### config.mk
export PLATFORM = sky130hd
export DESIGN_NAME = mau_ram
export DESIGN_NICKNAME = d
export VERILOG_FILES = /design/src/mau_ram.sv
export SDC_FILE = /design/constraint.sdc
export NUM_CORES = 2
export LEC_CHECK = 0
export BUFFER_PORTS_ARGS = -buffer_cell sky130_fd_sc_hd__buf_2
export CAP_MARGIN = 20
export CORE_MARGIN = 1
export CORE_UTILIZATION = 40
export CTS_CLUSTER_DIAMETER = 40
export CTS_CLUSTER_SIZE = 14
export DETAILED_ROUTE_END_ITERATION = 16
export SLEW_MARGIN = 20
export SYNTH_ARGS = -nofsm -noshare
export SYNTH_HDL_FRONTEND = slang
export SYNTH_SLANG_ARGS = --single-unit
### constraint.sdc
create_clock -name i_clk -period 4.99 [get_ports i_clk]
set_input_delay 0.998 -clock i_clk [delete_from_list [all_inputs] [get_ports i_clk]]
set_output_delay 0.998 -clock i_clk [all_outputs]
set_load 0.1 [all_outputs]
### src/mau_ram.sv
// ----------------------------------------------------------------------------
// Generic RAM
// One write port and one read port with registered read data.
// ----------------------------------------------------------------------------
`default_nettype none

module mau_ram #(
    parameter int WIDTH = 32,
    parameter int DEPTH = 64
) (
    input  wire logic                                  i_clk,
    input  wire logic                                  i_we,
    input  wire logic [(DEPTH > 1 ? $clog2(DEPTH) : 1)-1:0] i_waddr,
    input  wire logic [WIDTH-1:0]                      i_wdata,
    input  wire logic                                  i_re,
    input  wire logic [(DEPTH > 1 ? $clog2(DEPTH) : 1)-1:0] i_raddr,
    output logic [WIDTH-1:0]                           o_rdata
);

    logic [WIDTH-1:0] r_mem [DEPTH];

    always_ff @(posedge i_clk) begin
        if (i_we) begin
            r_mem[i_waddr] <= i_wdata;
        end
        if (i_re) begin
            o_rdata <= r_mem[i_raddr];
        end
    end

endmodule

`default_nettype wire

* After elaboration in Yosys (flattened, before gate mapping)
Memory sizes are Yosys's and may differ from the RTL's. A register that Yosys moved wholly into a read port is not among the register bits.
Cells that the tools add are included.
** Storage, ports and cells
- Register bits :: 0
- Bits of input ports :: 47
- Word-level logic and storage cells :: 3
- RAM bits :: 2048
- Memories kept :: 1
- Output and inout port bits :: 32
** Cells by class
- Muxes and demuxes :: 2
** Memory list
- r_mem :: depth 64, width 32, read ports 1, clocked after memory_dff 1, write ports 1, RTL line 20 : logic [WIDTH-1:0] r_mem [DEPTH];
** Operators by type and width (number)
- $mux 1 :: 2

* Depth between registers and ports, before layout
- Word-level depth :: 2
- Mapped depth :: 10
- Mapped depth without buffers :: 5

* Worst setup path before layout
No wires, ideal clock.
- Path kind :: input-to-reg
- Start point :: input i_waddr[3] in the netlist's numbering
- End point :: memory r_mem[48][0] (enable)
- Cell stages on the path :: 4
- Data required time :: 4.529 ns
- Data arrival time :: 3.697 ns
- Slack :: 0.832 ns
- Buffers on the path :: 1
- Library setup time :: 0.461 ns
- Cell sequence :: clkbuf_1 > nor2b_1 > nand4b_1 > nor3_1
** RTL lines
- start: declaration :: RTL line 13 : input wire logic [(DEPTH > 1 ? $clog2(DEPTH) : 1)-1:0] i_waddr,
- end: declaration :: RTL line 20
No word-level cell before the write port.

==> reports/results.txt <==
Hold WS = 0.518 ns
synthesized area per cell = 23.7 µm²
crit path DAT = 4.12 ns
DRC viols = 0
drt pass-1 iters = 6
largest net degree at the start of global routing = 68
Clock Skew = 0.0607 ns
Max IR drop VDD = 0.283 mV
nature of the critical path startpoint = input port
CP max-delay cell = o22ai_1
Sw Share = 22.7%
post-synth top area share = 79.2%
Routed WL = 210 mm
Setup TNS Final = 0 ns
YS warnings = 0
share of power burned in registers = 50.6%
RSZ-0062 raised after global routing = false
Power Density = 420 mW/mm²
# clock sinks = 2080
CP required = 5.54 ns
area of the core = 0.195 mm²
PnR Total Power = 38.4 mW
Port Buffers = 78
Non-Filler Instances = 6467
remaining global-route overflow = 0
most used cell, CP = mux4_2
Int Power = 29.7 mW
critical hold path startpoint = i_wdata[11]
DP HPWL = 118 mm
R2R cell count = 4
most frequent cells in the layout = edfxtp_1 (2080), mux4_2 (544), clkbuf_16 (230)
largest delay contributor family on the critical path = buffers and inverters
post-CTS setup buffers = 0
fin nets = 3703
Yosys reg bits = 2080
Rel. slew slack = 25.7%
vias in the first global route = 37700
Setup CP Type = input port to flop
crit share post-route = 71.5%
share of layout cells above drive strength 1 = 33.0%
TritonCTS clock tree = built
largest cells by area after synthesis = edfxtp_1 (79%), mux4_2 (16%), mux2i_1 (1.2%), o22ai_1 (0.67%), nor2_1 (0.65%)
end of the worst hold path = r_mem[60][11]$_DFFE_PP_
post-synthesis cell type count = 33
Hold Path Class = input port to flop
Tot GR Track Use = 21.1%
via count = 37600
pre-CTS setup slack = 0.451 ns
first-pass GRT wire length = 293 mm
Worst-path clk slew = 0.07 ns
antenna violations before repair = 14
Iteration-0 DRC Markers = 4640
minimum clock period = 3.57 ns
total CTS buffers = 229
RePlAce Congestion = 0.827
CP Max Fanout = 67
max cap viols = 0
Switch Pwr = 8.72 mW
Final Core Density = 46.9%
FF-to-FF Start = r_mem[12][16]$_DFFE_PP_
Max Buffers Root-to-Sink = 3
DR vias/cell = 5.81
Clock power frac = 44.0%
placed cell area = 0.0839 mm²
cell count after synthesis = 3324
synthesized netlist net count = 3371
Filler Cell Count = 15900
Std-Cell Rows = 162
Initial Util = 40.3%
die area = 0.199 mm²
Slew Limit Fails = 0
Tightest Pin Transition = 1.11 ns
IO Count = 79
final worst slack = 1.42 ns
drt wl/cell = 32.4 µm
post-CTS sizing = 0
Logic pwr share = 5.4%
worst hold path stage count = 1
Syn-to-layout area delta = 16.1%
setup violators final = 0
CP Cell Sequence = buf_8 -> buf_4 -> mux4_2 -> mux4_2 -> o22ai_1 -> nor2_1
CTS root buffer = clkbuf_16
Seq/Total Area, Yosys = 79.2%
final hold vios = 0
leakage = 28.5 nW
Routed Antenna Nets = 0
Setup crit end kind = flop
hold-fix buffers at CTS = 0
Crit path largest cell delay = 0.85 ns
status = completed
Clock Latency Late Sink = 0.87 ns
dpl cells = 6049
Synth area leader = edfxtp_1
fmax = 280 MHz
Reg2Reg Setup Slack = 2.28 ns
most common cell after layout, fill and taps aside = edfxtp_1
Die W = 446 µm
Finished Cell Area = 0.0916 mm²
Critical Path Stages = 6
Vert. Die Dim = 446 µm
WP buf/inv = 2
mapped cell area = 0.0788 mm²
reg2reg end = o_rdata[16]$_DFFE_PP_
H-tree depth = 4
## cells by family (layout without fill, tap and decap cells)
group	Yosys count	count (layout)	synth area share, %
AO/OA/AOI/OAI	202	202	1.67
buffers and inverters	182	697	1.12
flip-flops	2080	2080	79.2
multiplexers	637	637	16.7
other	0	4	0
AND/OR/NAND/NOR	223	223	1.26
## power by group through the flow
stage / logic, mW / clock network (mW) / registers, mW
floorplan: 0.941 / 0 / 20.0
global placement: 2.06 / 0 / 19.8
detailed placement: 2.08 / 0 / 19.8
CTS: 2.08 / 17.1 / 19.5
global route: 2.16 / 17.8 / 19.5
finish: 2.07 / 16.9 / 19.5
## worst max-delay path by stage
stage,slack (ns),to,startpoint
2_1_floorplan,0.83,r_mem[48][0]$_DFFE_PP_,i_waddr[3]
5_1_grt,1.39,o_rdata[13]$_DFFE_PP_,i_raddr[0]
6_report,1.42,o_rdata[16]$_DFFE_PP_,i_raddr[1]
4_1_cts,1.38,o_rdata[13]$_DFFE_PP_,i_raddr[0]
3_5_place_dp,0.45,o_rdata[13]$_DFFE_PP_,i_raddr[0]
3_3_place_gp,0.43,o_rdata[13]$_DFFE_PP_,i_raddr[0]
## per-layer routing
layer	vias up	wire, µm	global-route usage, %
met5	-	23	0
met4	4	5330	5.85
met3	256	17800	4.30
met2	1748	101000	33.3
met1	20600	85700	30.0
li1	15000	-	-
## registers in the layout (all words and copies together) (netlist names)
signal   cells
r_mem     2048
o_rdata     32
## layout make-up
type	count	area, µm²	area share [%]
Tap cell	2624	3280	3.59
Clock buffer	251	5830	6.37
Multi-Input combinational cell	1062	16000	17.4
Antenna cell	4	10.0	0.0109
Clock inverter	163	1820	1.98
Sequential cell	2080	62500	68.2
Timing Repair Buffer	283	2180	2.38
## synth_stat cells (all sizes together)
| cell | instances |
|---|---|
| nand2 | 26 |
| nand4b | 1 |
| and2 | 2 |
| a311oi | 8 |
| buf | 108 |
| nor2b | 15 |
| a21oi | 62 |
| nand3b | 5 |
| nor2 | 137 |
| clkbuf | 74 |
| o32ai | 4 |
| mux2i | 93 |
| or3 | 3 |
| a41o | 4 |
| a22oi | 12 |
| a31oi | 1 |
| o22ai | 84 |
| edfxtp | 2080 |
| nand4 | 2 |
| or2 | 3 |
| or3b | 5 |
| o221ai | 27 |
| mux4 | 544 |
| and3 | 4 |
| nand3 | 5 |
| nor3 | 7 |
| nand2b | 8 |
No activity file was read; power rests on OpenSTA's default activity.
