[config.mk]
export PLATFORM = sky130hd
export DESIGN_NAME = mau_qmul
export DESIGN_NICKNAME = d
export VERILOG_FILES = /design/src/mau_qmul.sv
export SDC_FILE = /design/constraint.sdc
export NUM_CORES = 2
export LEC_CHECK = 0
export ABC_CLOCK_PERIOD_IN_PS = 8570
export BUFFER_PORTS_ARGS = -buffer_cell sky130_fd_sc_hd__buf_2
export CAP_MARGIN = 5
export CELL_PAD_IN_SITES_DETAIL_PLACEMENT = 1
export CELL_PAD_IN_SITES_GLOBAL_PLACEMENT = 1
export CORE_ASPECT_RATIO = 1.1
export CORE_MARGIN = 2
export CORE_UTILIZATION = 25
export CTS_BUF_LIST = sky130_fd_sc_hd__clkbuf_8 sky130_fd_sc_hd__clkbuf_16
export DETAILED_ROUTE_END_ITERATION = 10
export PLACE_DENSITY = 0.47
export SLEW_MARGIN = 20
export SYNTH_ARGS = -nofsm -noshare
export SYNTH_HDL_FRONTEND = slang
export SYNTH_SLANG_ARGS = --single-unit
[constraint.sdc]
create_clock -name i_clk -period 8.57 [get_ports i_clk]
set_clock_uncertainty 0.1 [all_clocks]
set_input_delay 1.714 -clock i_clk [delete_from_list [all_inputs] [get_ports i_clk]]
set_output_delay 1.714 -clock i_clk [all_outputs]
set_load 0.05 [all_outputs]
[src/mau_qmul.sv]
// ----------------------------------------------------------------------------
// Fixed-point multiplier
// Iterative Q16.16 product: magnitudes are multiplied chunk by chunk, then
// shifted right by 16 with rounding toward minus infinity and saturated.
// ----------------------------------------------------------------------------
`default_nettype none

module mau_qmul #(
    parameter int EB = 32
) (
    input  wire logic                 i_clk,
    input  wire logic                 i_rst_n,
    input  wire logic                 i_start,
    input  wire logic signed [EB-1:0] i_a,
    input  wire logic signed [EB-1:0] i_b,
    output logic                      o_busy,
    output logic signed [EB-1:0]      o_q
);

    localparam int NCH = (EB + 31) / 32;
    localparam int CW  = (EB + NCH - 1) / NCH;
    localparam int MW  = NCH * CW;
    localparam int AW2 = 2 * MW + 1;
    localparam int CIW = (NCH > 1) ? $clog2(NCH) : 1;
    localparam int SHW = (NCH > 1) ? $clog2(2 * NCH - 1) : 1;

    localparam logic [EB-1:0] EMAX = {1'b0, {(EB-1){1'b1}}};
    localparam logic [EB-1:0] EMIN = {1'b1, {(EB-1){1'b0}}};

    typedef enum logic [3:0] {
        S_IDLE = 4'b0001,
        S_MUL  = 4'b0010,
        S_ADD  = 4'b0100,
        S_FIN  = 4'b1000
    } t_mstate;

    t_mstate              r_st;
    logic [MW-1:0]        r_x;
    logic [MW-1:0]        r_y;
    logic                 r_neg;
    logic [CIW-1:0]       r_ci;
    logic [CIW-1:0]       r_cj;
    logic [2*CW-1:0]      r_pp;
    logic [SHW-1:0]       r_sh;
    logic [AW2-1:0]       r_mag;
    logic signed [EB-1:0] r_q;

    logic [EB-1:0]  a_mag;
    logic [EB-1:0]  b_mag;
    logic [AW2-1:0] rnd;
    logic [AW2-1:0] shq;
    logic           ovf;
    logic [EB-1:0]  fin_q;
    logic           last_pair;

    always_comb begin
        a_mag     = i_a[EB-1] ? (~i_a + 1'b1) : i_a;
        b_mag     = i_b[EB-1] ? (~i_b + 1'b1) : i_b;
        rnd       = r_mag + (r_neg ? AW2'(16'hFFFF) : AW2'(0));
        shq       = rnd >> 16;
        ovf       = |shq[AW2-1:EB-1];
        if (r_neg) begin
            fin_q = ovf ? EMIN : (~shq[EB-1:0] + 1'b1);
        end else begin
            fin_q = ovf ? EMAX : shq[EB-1:0];
        end
        last_pair = (r_ci == CIW'(NCH - 1)) && (r_cj == CIW'(NCH - 1));
    end

    always_ff @(posedge i_clk) begin
        if (!i_rst_n) begin
            r_st <= S_IDLE;
        end else begin
            case (r_st)
                S_IDLE: begin
                    if (i_start) begin
                        r_st <= S_MUL;
                    end
                end
                S_MUL: begin
                    r_st <= S_ADD;
                end
                S_ADD: begin
                    r_st <= last_pair ? S_FIN : S_MUL;
                end
                S_FIN: begin
                    r_st <= S_IDLE;
                end
                default: begin
                    r_st <= S_IDLE;
                end
            endcase
        end
    end

    always_ff @(posedge i_clk) begin
        case (r_st)
            S_IDLE: begin
                if (i_start) begin
                    r_x   <= MW'(a_mag);
                    r_y   <= MW'(b_mag);
                    r_neg <= i_a[EB-1] ^ i_b[EB-1];
                    r_ci  <= '0;
                    r_cj  <= '0;
                    r_mag <= '0;
                end
            end
            S_MUL: begin
                r_pp <= r_x[r_ci*CW +: CW] * r_y[r_cj*CW +: CW];
                r_sh <= SHW'(r_ci) + SHW'(r_cj);
            end
            S_ADD: begin
                r_mag <= r_mag + (AW2'(r_pp) << (r_sh * CW));
                if (r_cj == CIW'(NCH - 1)) begin
                    r_cj <= '0;
                    r_ci <= r_ci + 1'b1;
                end else begin
                    r_cj <= r_cj + 1'b1;
                end
            end
            S_FIN: begin
                r_q <= fin_q;
            end
            default: begin
            end
        endcase
    end

    assign o_busy = (r_st != S_IDLE);
    assign o_q    = r_q;

endmodule

`default_nettype wire

Yosys cells after proc, flatten, opt, wreduce, memory -nomap -nowiden
Cells that the tools add are included.
- word-level logic and storage cells: 59
- register bits: 233
- output and inout port bits: 33
- input port bits: 67
- reductions and logical operators: 6
- shift-type cells: 3
- equal/unequal tests: 7
- multiplexer cells: 16
- multiply operators: 1
- bitwise gates (word level): 6
- add/subtract/negate cells: 8
- operators by type and width (kind ; count):
    $pmux W65 S2 ; 1
    $add A32 B1 Y32 const B ; 3
    $mux W32 ; 3
    $not A32 Y32 ; 3
    $add A65 B16 Y65 ; 1
    $add A65 B65 Y65 ; 1
    $mux W65 ; 1
    $shl A64 B6 Y65 ; 1
    $mul A32 B32 Y64 ; 1
    $shiftx A32 B7 Y32 ; 2
    $mux W31 ; 2
    $reduce_or A18 Y1 ; 1
    $mux W16 ; 1
    $pmux W4 S3 ; 1
    $mux W4 ; 2
    $eq A4 B1 Y1 const B ; 1
    $eq A4 B2 Y1 const B ; 1
    $eq A4 B3 Y1 const B ; 1
    $eq A4 B4 Y1 const B ; 1
    $ne A2 B2 Y1 const B ; 2
    $ne A4 B1 Y1 const B ; 1
    $pmux W1 S2 ; 2
    $reduce_and A2 Y1 ; 2
    $mux W1 ; 3
    other kinds (7) ; 9

Logic depth before layout (Yosys ltp)
- word-level depth: 6
- mapped depth: 30
- depth with buffers taken out: 27

Worst setup path before layout
No wires, ideal clock.
- kind: reg-to-reg
- start: reg r_st[1]
- end: reg r_pp[0], enable pin
- stages on the path, launching flop included: 2
- clock period less this slack: 7972 ps
- arrival: 7194 ps
- path slack: 598 ps
- library setup time: 677 ps
- cell sequence: dfxtp_1 -> nor4b_1
- longest elaborated chain between the ends: 1
- RTL lines (what ; line ; text):
    start: declaration ; 37 ; t_mstate r_st;
    start signal: assignment ; 84 ; r_st <= last_pair ? S_FIN : S_MUL;
    $eq A4 B2 Y1 ; 97 ; case (r_st)
    end signal: assignment ; 109 ; r_pp <= r_x[r_ci*CW +: CW] * r_y[r_cj*CW +: CW];
    end: declaration ; 43 ; logic [2*CW-1:0] r_pp;
Every way passes these cells.
A chain may end at the register's enable or synchronous reset.

Final worst setup path
- start: reg r_ci
- end: reg r_pp[42] (data pin)
- longest elaborated chain between the ends: 2
- RTL lines (what ; line ; text):
    start: declaration ; 41 ; logic [CIW-1:0] r_ci;
    start signal: assignment ; 116 ; r_ci <= r_ci + 1'b1;
    $shiftx A32 B7 Y32 ; 109 ;
    $mul A32 B32 Y64 ; 109 ;
Every way passes these cells.

==> reports/metrics.sh <==
OUTCOME='finished, final reports clean'
HOLD_SLACK_PS=575
SYNTH_EDF_COUNT=228
CRITICAL_PATH.SLOWEST_CELL='fa_1'
CPPEAKSTAGEDELAY_PS=560
CRITICAL_PATH.MAX_FANOUT=27
ROUTED_WIRELENGTH_MM=168
FINALWORSTPATHREQUIREDPERIOD_PS=8230
HOLDCRITPATHCLASS='flip-flop to flip-flop'
TIGHTEST_SLEW_PS=1110
FLOORPLAN.IO_PINS=100
CLOCK_SINKS=232
GRT_ANTENNA_BEFORE_REPAIR=7
STARTING_UTILIZATION_OF_THE_CORE_AREA_PCT=25.2
CORE.ROWCOUNT=170
WORST_EP_ARRIVAL_TIME_PS=8500
CLOCK_LATENCY_PS=660
WORST_SLACK_PS=341
PLACEMENT.CELL_AREA_MM2=0.0539
GRT_OVERFLOW=0
TIMING.FINAL.SETUP_VIOLATIONS=0
CTS_TREE='built'
MAPPEDNETLISTNETS=6584
ROUTEDWLPERCELL_UM=21.2
CTS_MADE_BUFFERS=31
PORT_BUFFERS=99
PLACE_WORST_SETUP_SLACK_PS=-187
ENDPOINT_KIND='flip-flop'
GRT_SETUP_UNREPAIRED='yes'
DETAILEDROUTE.FIRSTITERATIONVIOLATIONS=1386
PATH_CLASS='flip-flop to flip-flop'
CAP_VIOL_MAX_COUNT=0
ROUTE.ANTENNA.REMAINING_NETS=0
FINALINSTANCEAREA_MM2=0.0551
GRT_START_MAX_NET_PINS=67
SYNTHESIS.INSTANCES=5275
SYNTH_SEQ_AREA_SHARE_PCT=14.1
YS_ASYNC_SR_FRACTION_PCT=0
DPL.HPWL_MM=141
GRT_PASS1_WL_MM=259
CLKTRANSATPATHREGS_PS=60
DR_TOTAL_VIAS=36400
N_FILL_CELL=22500
DRCVIOLATIONCOUNT=0
CLOCK_TREE.BUFFER_DEPTH=3
YOSYS.CELL_TYPES.COUNT=83
CRIT_PATH_START='r_ci$_SDFFCE_PN0P_'
WORST_SETUP_PATH_ENDPOINT='r_pp[42]$_DFFE_PN_'
CRIT_TOP_CELL='fa_1'
ROUTE.DETAILED.VIAS_PER_INST=4.59
WORSTREG2REGEND='r_pp[42]$_DFFE_PN_'
CTS-HTREE-LEVELS=1
SYNTH-WARNING-COUNT=0
FP.COREAREA_MM2=0.195
NETLIST_TOP_CELLS_AREA='fa_1, edfxtp_1, ha_1, and2_1, inv_1'
RR_STARTPOINT='r_ci$_SDFFCE_PN0P_'
CHIPHEIGHT_UM=469
CLOCKROOTBUFFER='clkbuf_16'
FINAL_MIN_PERIOD_OVER_CLOCK_PERIOD_PCT=96.0
LAYOUT-DRIVE-GT1-SHARE_PCT=8.61
CRIT_PATH_START_KIND='flip-flop'
POSTSYNTHREGISTERBITS=232
SYN_AREA_MM2=0.0492
DIE_WIDTH_UM=427
MAX-SLEW-MARGIN-REL_PCT=25.1
POST-SYNTH-TOP-COUNT-CELL='inv_1'
FF2FF_PATH_DEPTH=28
FIRST_GLOBAL_VIAS=41200
SETUP.REG_TO_REG.WORST_SLACK_PS=340
PREVAILING_POST_SYNTH_REGISTER_CELL='edfxtp_1'
CRIT_REQUIRED_PS=8840
SYNTH_LARGEST_TYPE_AREA_FRACTION_PCT=36.5
LAYOUT.CORE_UTILIZATION_PCT=28.2
SYNTH_TOP_CELLS_BY_COUNT='inv_1, fa_1, and2_1, nand2_1, ha_1'
TIMING.CRITICAL_PATH.MAX_DELAY_FAMILY='adder cells'
FINALHOLDVIOLCOUNT=0
MAX_FREQ_MHz=122
DR.PASS1.ITERS=5
YOSYS.AREA.TOP_TYPE='fa_1'
AREAGROWTHSYNTHTOFINISH_PCT=11.9
SYN_AVG_CELL_AREA_UM2=9.34
FINAL_MAX_SLEW_VIOL_COUNT=0
GP_CONGESTION=0.827
FP.DIEAREA_MM2=0.201
NNETSFINAL=6631
GRTUSAGETOTAL_PCT=16.9
PATH_BUF_INV=7
CRITICAL_PATH_DEPTH=28
worst min-delay path, stage by stage (launching register included):
cell	delay, ps
dfxtp_1	400
nor4b_2	90
nand2_1	60
a21boi_0	70
stage by stage:
stage | setup TNS, ps | instances
after floorplan | 0 | 5275
after detailed placement | -531 | 7867
final | 0 | 7927
after global placement | -308 | 7867
after global routing | -13.8 | 7925
after CTS | 0 | 7923
worst min-delay path by stage:
stage	startpoint	to	slack (ps)	cells past startpoint
CTS	r_st[3]$_SDFFE_PN0P_	r_st[1]$_SDFFE_PN0P_	590	3
finish	r_st[3]$_SDFFE_PN0P_	r_st[1]$_SDFFE_PN0P_	570	3
floorplan	r_ci$_SDFFCE_PN0P_	r_sh$_DFFE_PN_	480	0
detailed placement	r_st[3]$_SDFFE_PN0P_	r_pp[49]$_DFFE_PN_	580	1
global placement	r_st[3]$_SDFFE_PN0P_	r_st[1]$_SDFFE_PN0P_	570	3
global route	r_st[3]$_SDFFE_PN0P_	r_st[1]$_SDFFE_PN0P_	630	3
cell families after synthesis:
logic type	share of synthesized area, %
adders and majority gates	45.2
buffers and inverters	9.04
AOI/OAI and AO/OA	8.54
xor gates and xnor gates	3.49
and+or+nand+nor	18.4
muxes	1.18
DFF	14.1
timing repair:
item / 4_1_cts / 5_1_grt
setup endpoints to repair: 8 / 18
gates resized for setup: 1 / 14
pin swaps: 0 / 2
cloned: 0 / 1
hold buffers: 0 / 0
buffers inserted: 0 / 1
cells in the final DEF, fill, tap and decap left out, drive strengths merged, types with 16 or more instances in the layout:
master / instances
a211oi: 26
a21o: 85
a21oi: 156
a31oi: 20
and2: 621
and3: 37
buf: 289
clkbuf: 32
edfxtp: 228
fa: 897
ha: 345
inv: 914
mux2: 34
mux2i: 20
nand2: 590
nand2b: 22
nand3: 55
nand4: 44
nor2: 133
nor2b: 82
nor3: 52
nor4: 17
o211ai: 17
o21a: 22
o21ai: 133
o21bai: 35
o31ai: 22
or2: 16
or3: 24
xnor2: 144
xor2: 52
routing by layer:
| metal | routed length, um | track usage [%] | vias up |
|---|---|---|---|
| met5 | 0 | 0 | - |
| met4 | 2720 | 2.39 | 0 |
| met3 | 3990 | 1.26 | 101 |
| met2 | 84300 | 30.1 | 416 |
| met1 | 77100 | 22.5 | 19100 |
| li1 | - | - | 16700 |
state kept, by name (all words and copies together) (netlist names), 4 cells and up:
| register | count |
|---|---|
| r_x | 32 |
| r_pp | 64 |
| r_y | 32 |
| o_q | 32 |
| r_st | 4 |
| r_mag | 65 |
area by class of cell:
type,instances,area [um2],share of cell area [%]
antenna,2,5.00,0.00908
clock buffer,31,776,1.41
clock inverter,25,357,0.647
inverter,905,3400,6.16
multi-input combinational,3862,38000,69.0
sequential,232,6930,12.6
tap,2580,3230,5.86
timing repair buffer,290,2390,4.33
Power is not shown: default switching activity piles up to over one toggle a cycle in this logic, so the estimate is an artifact.
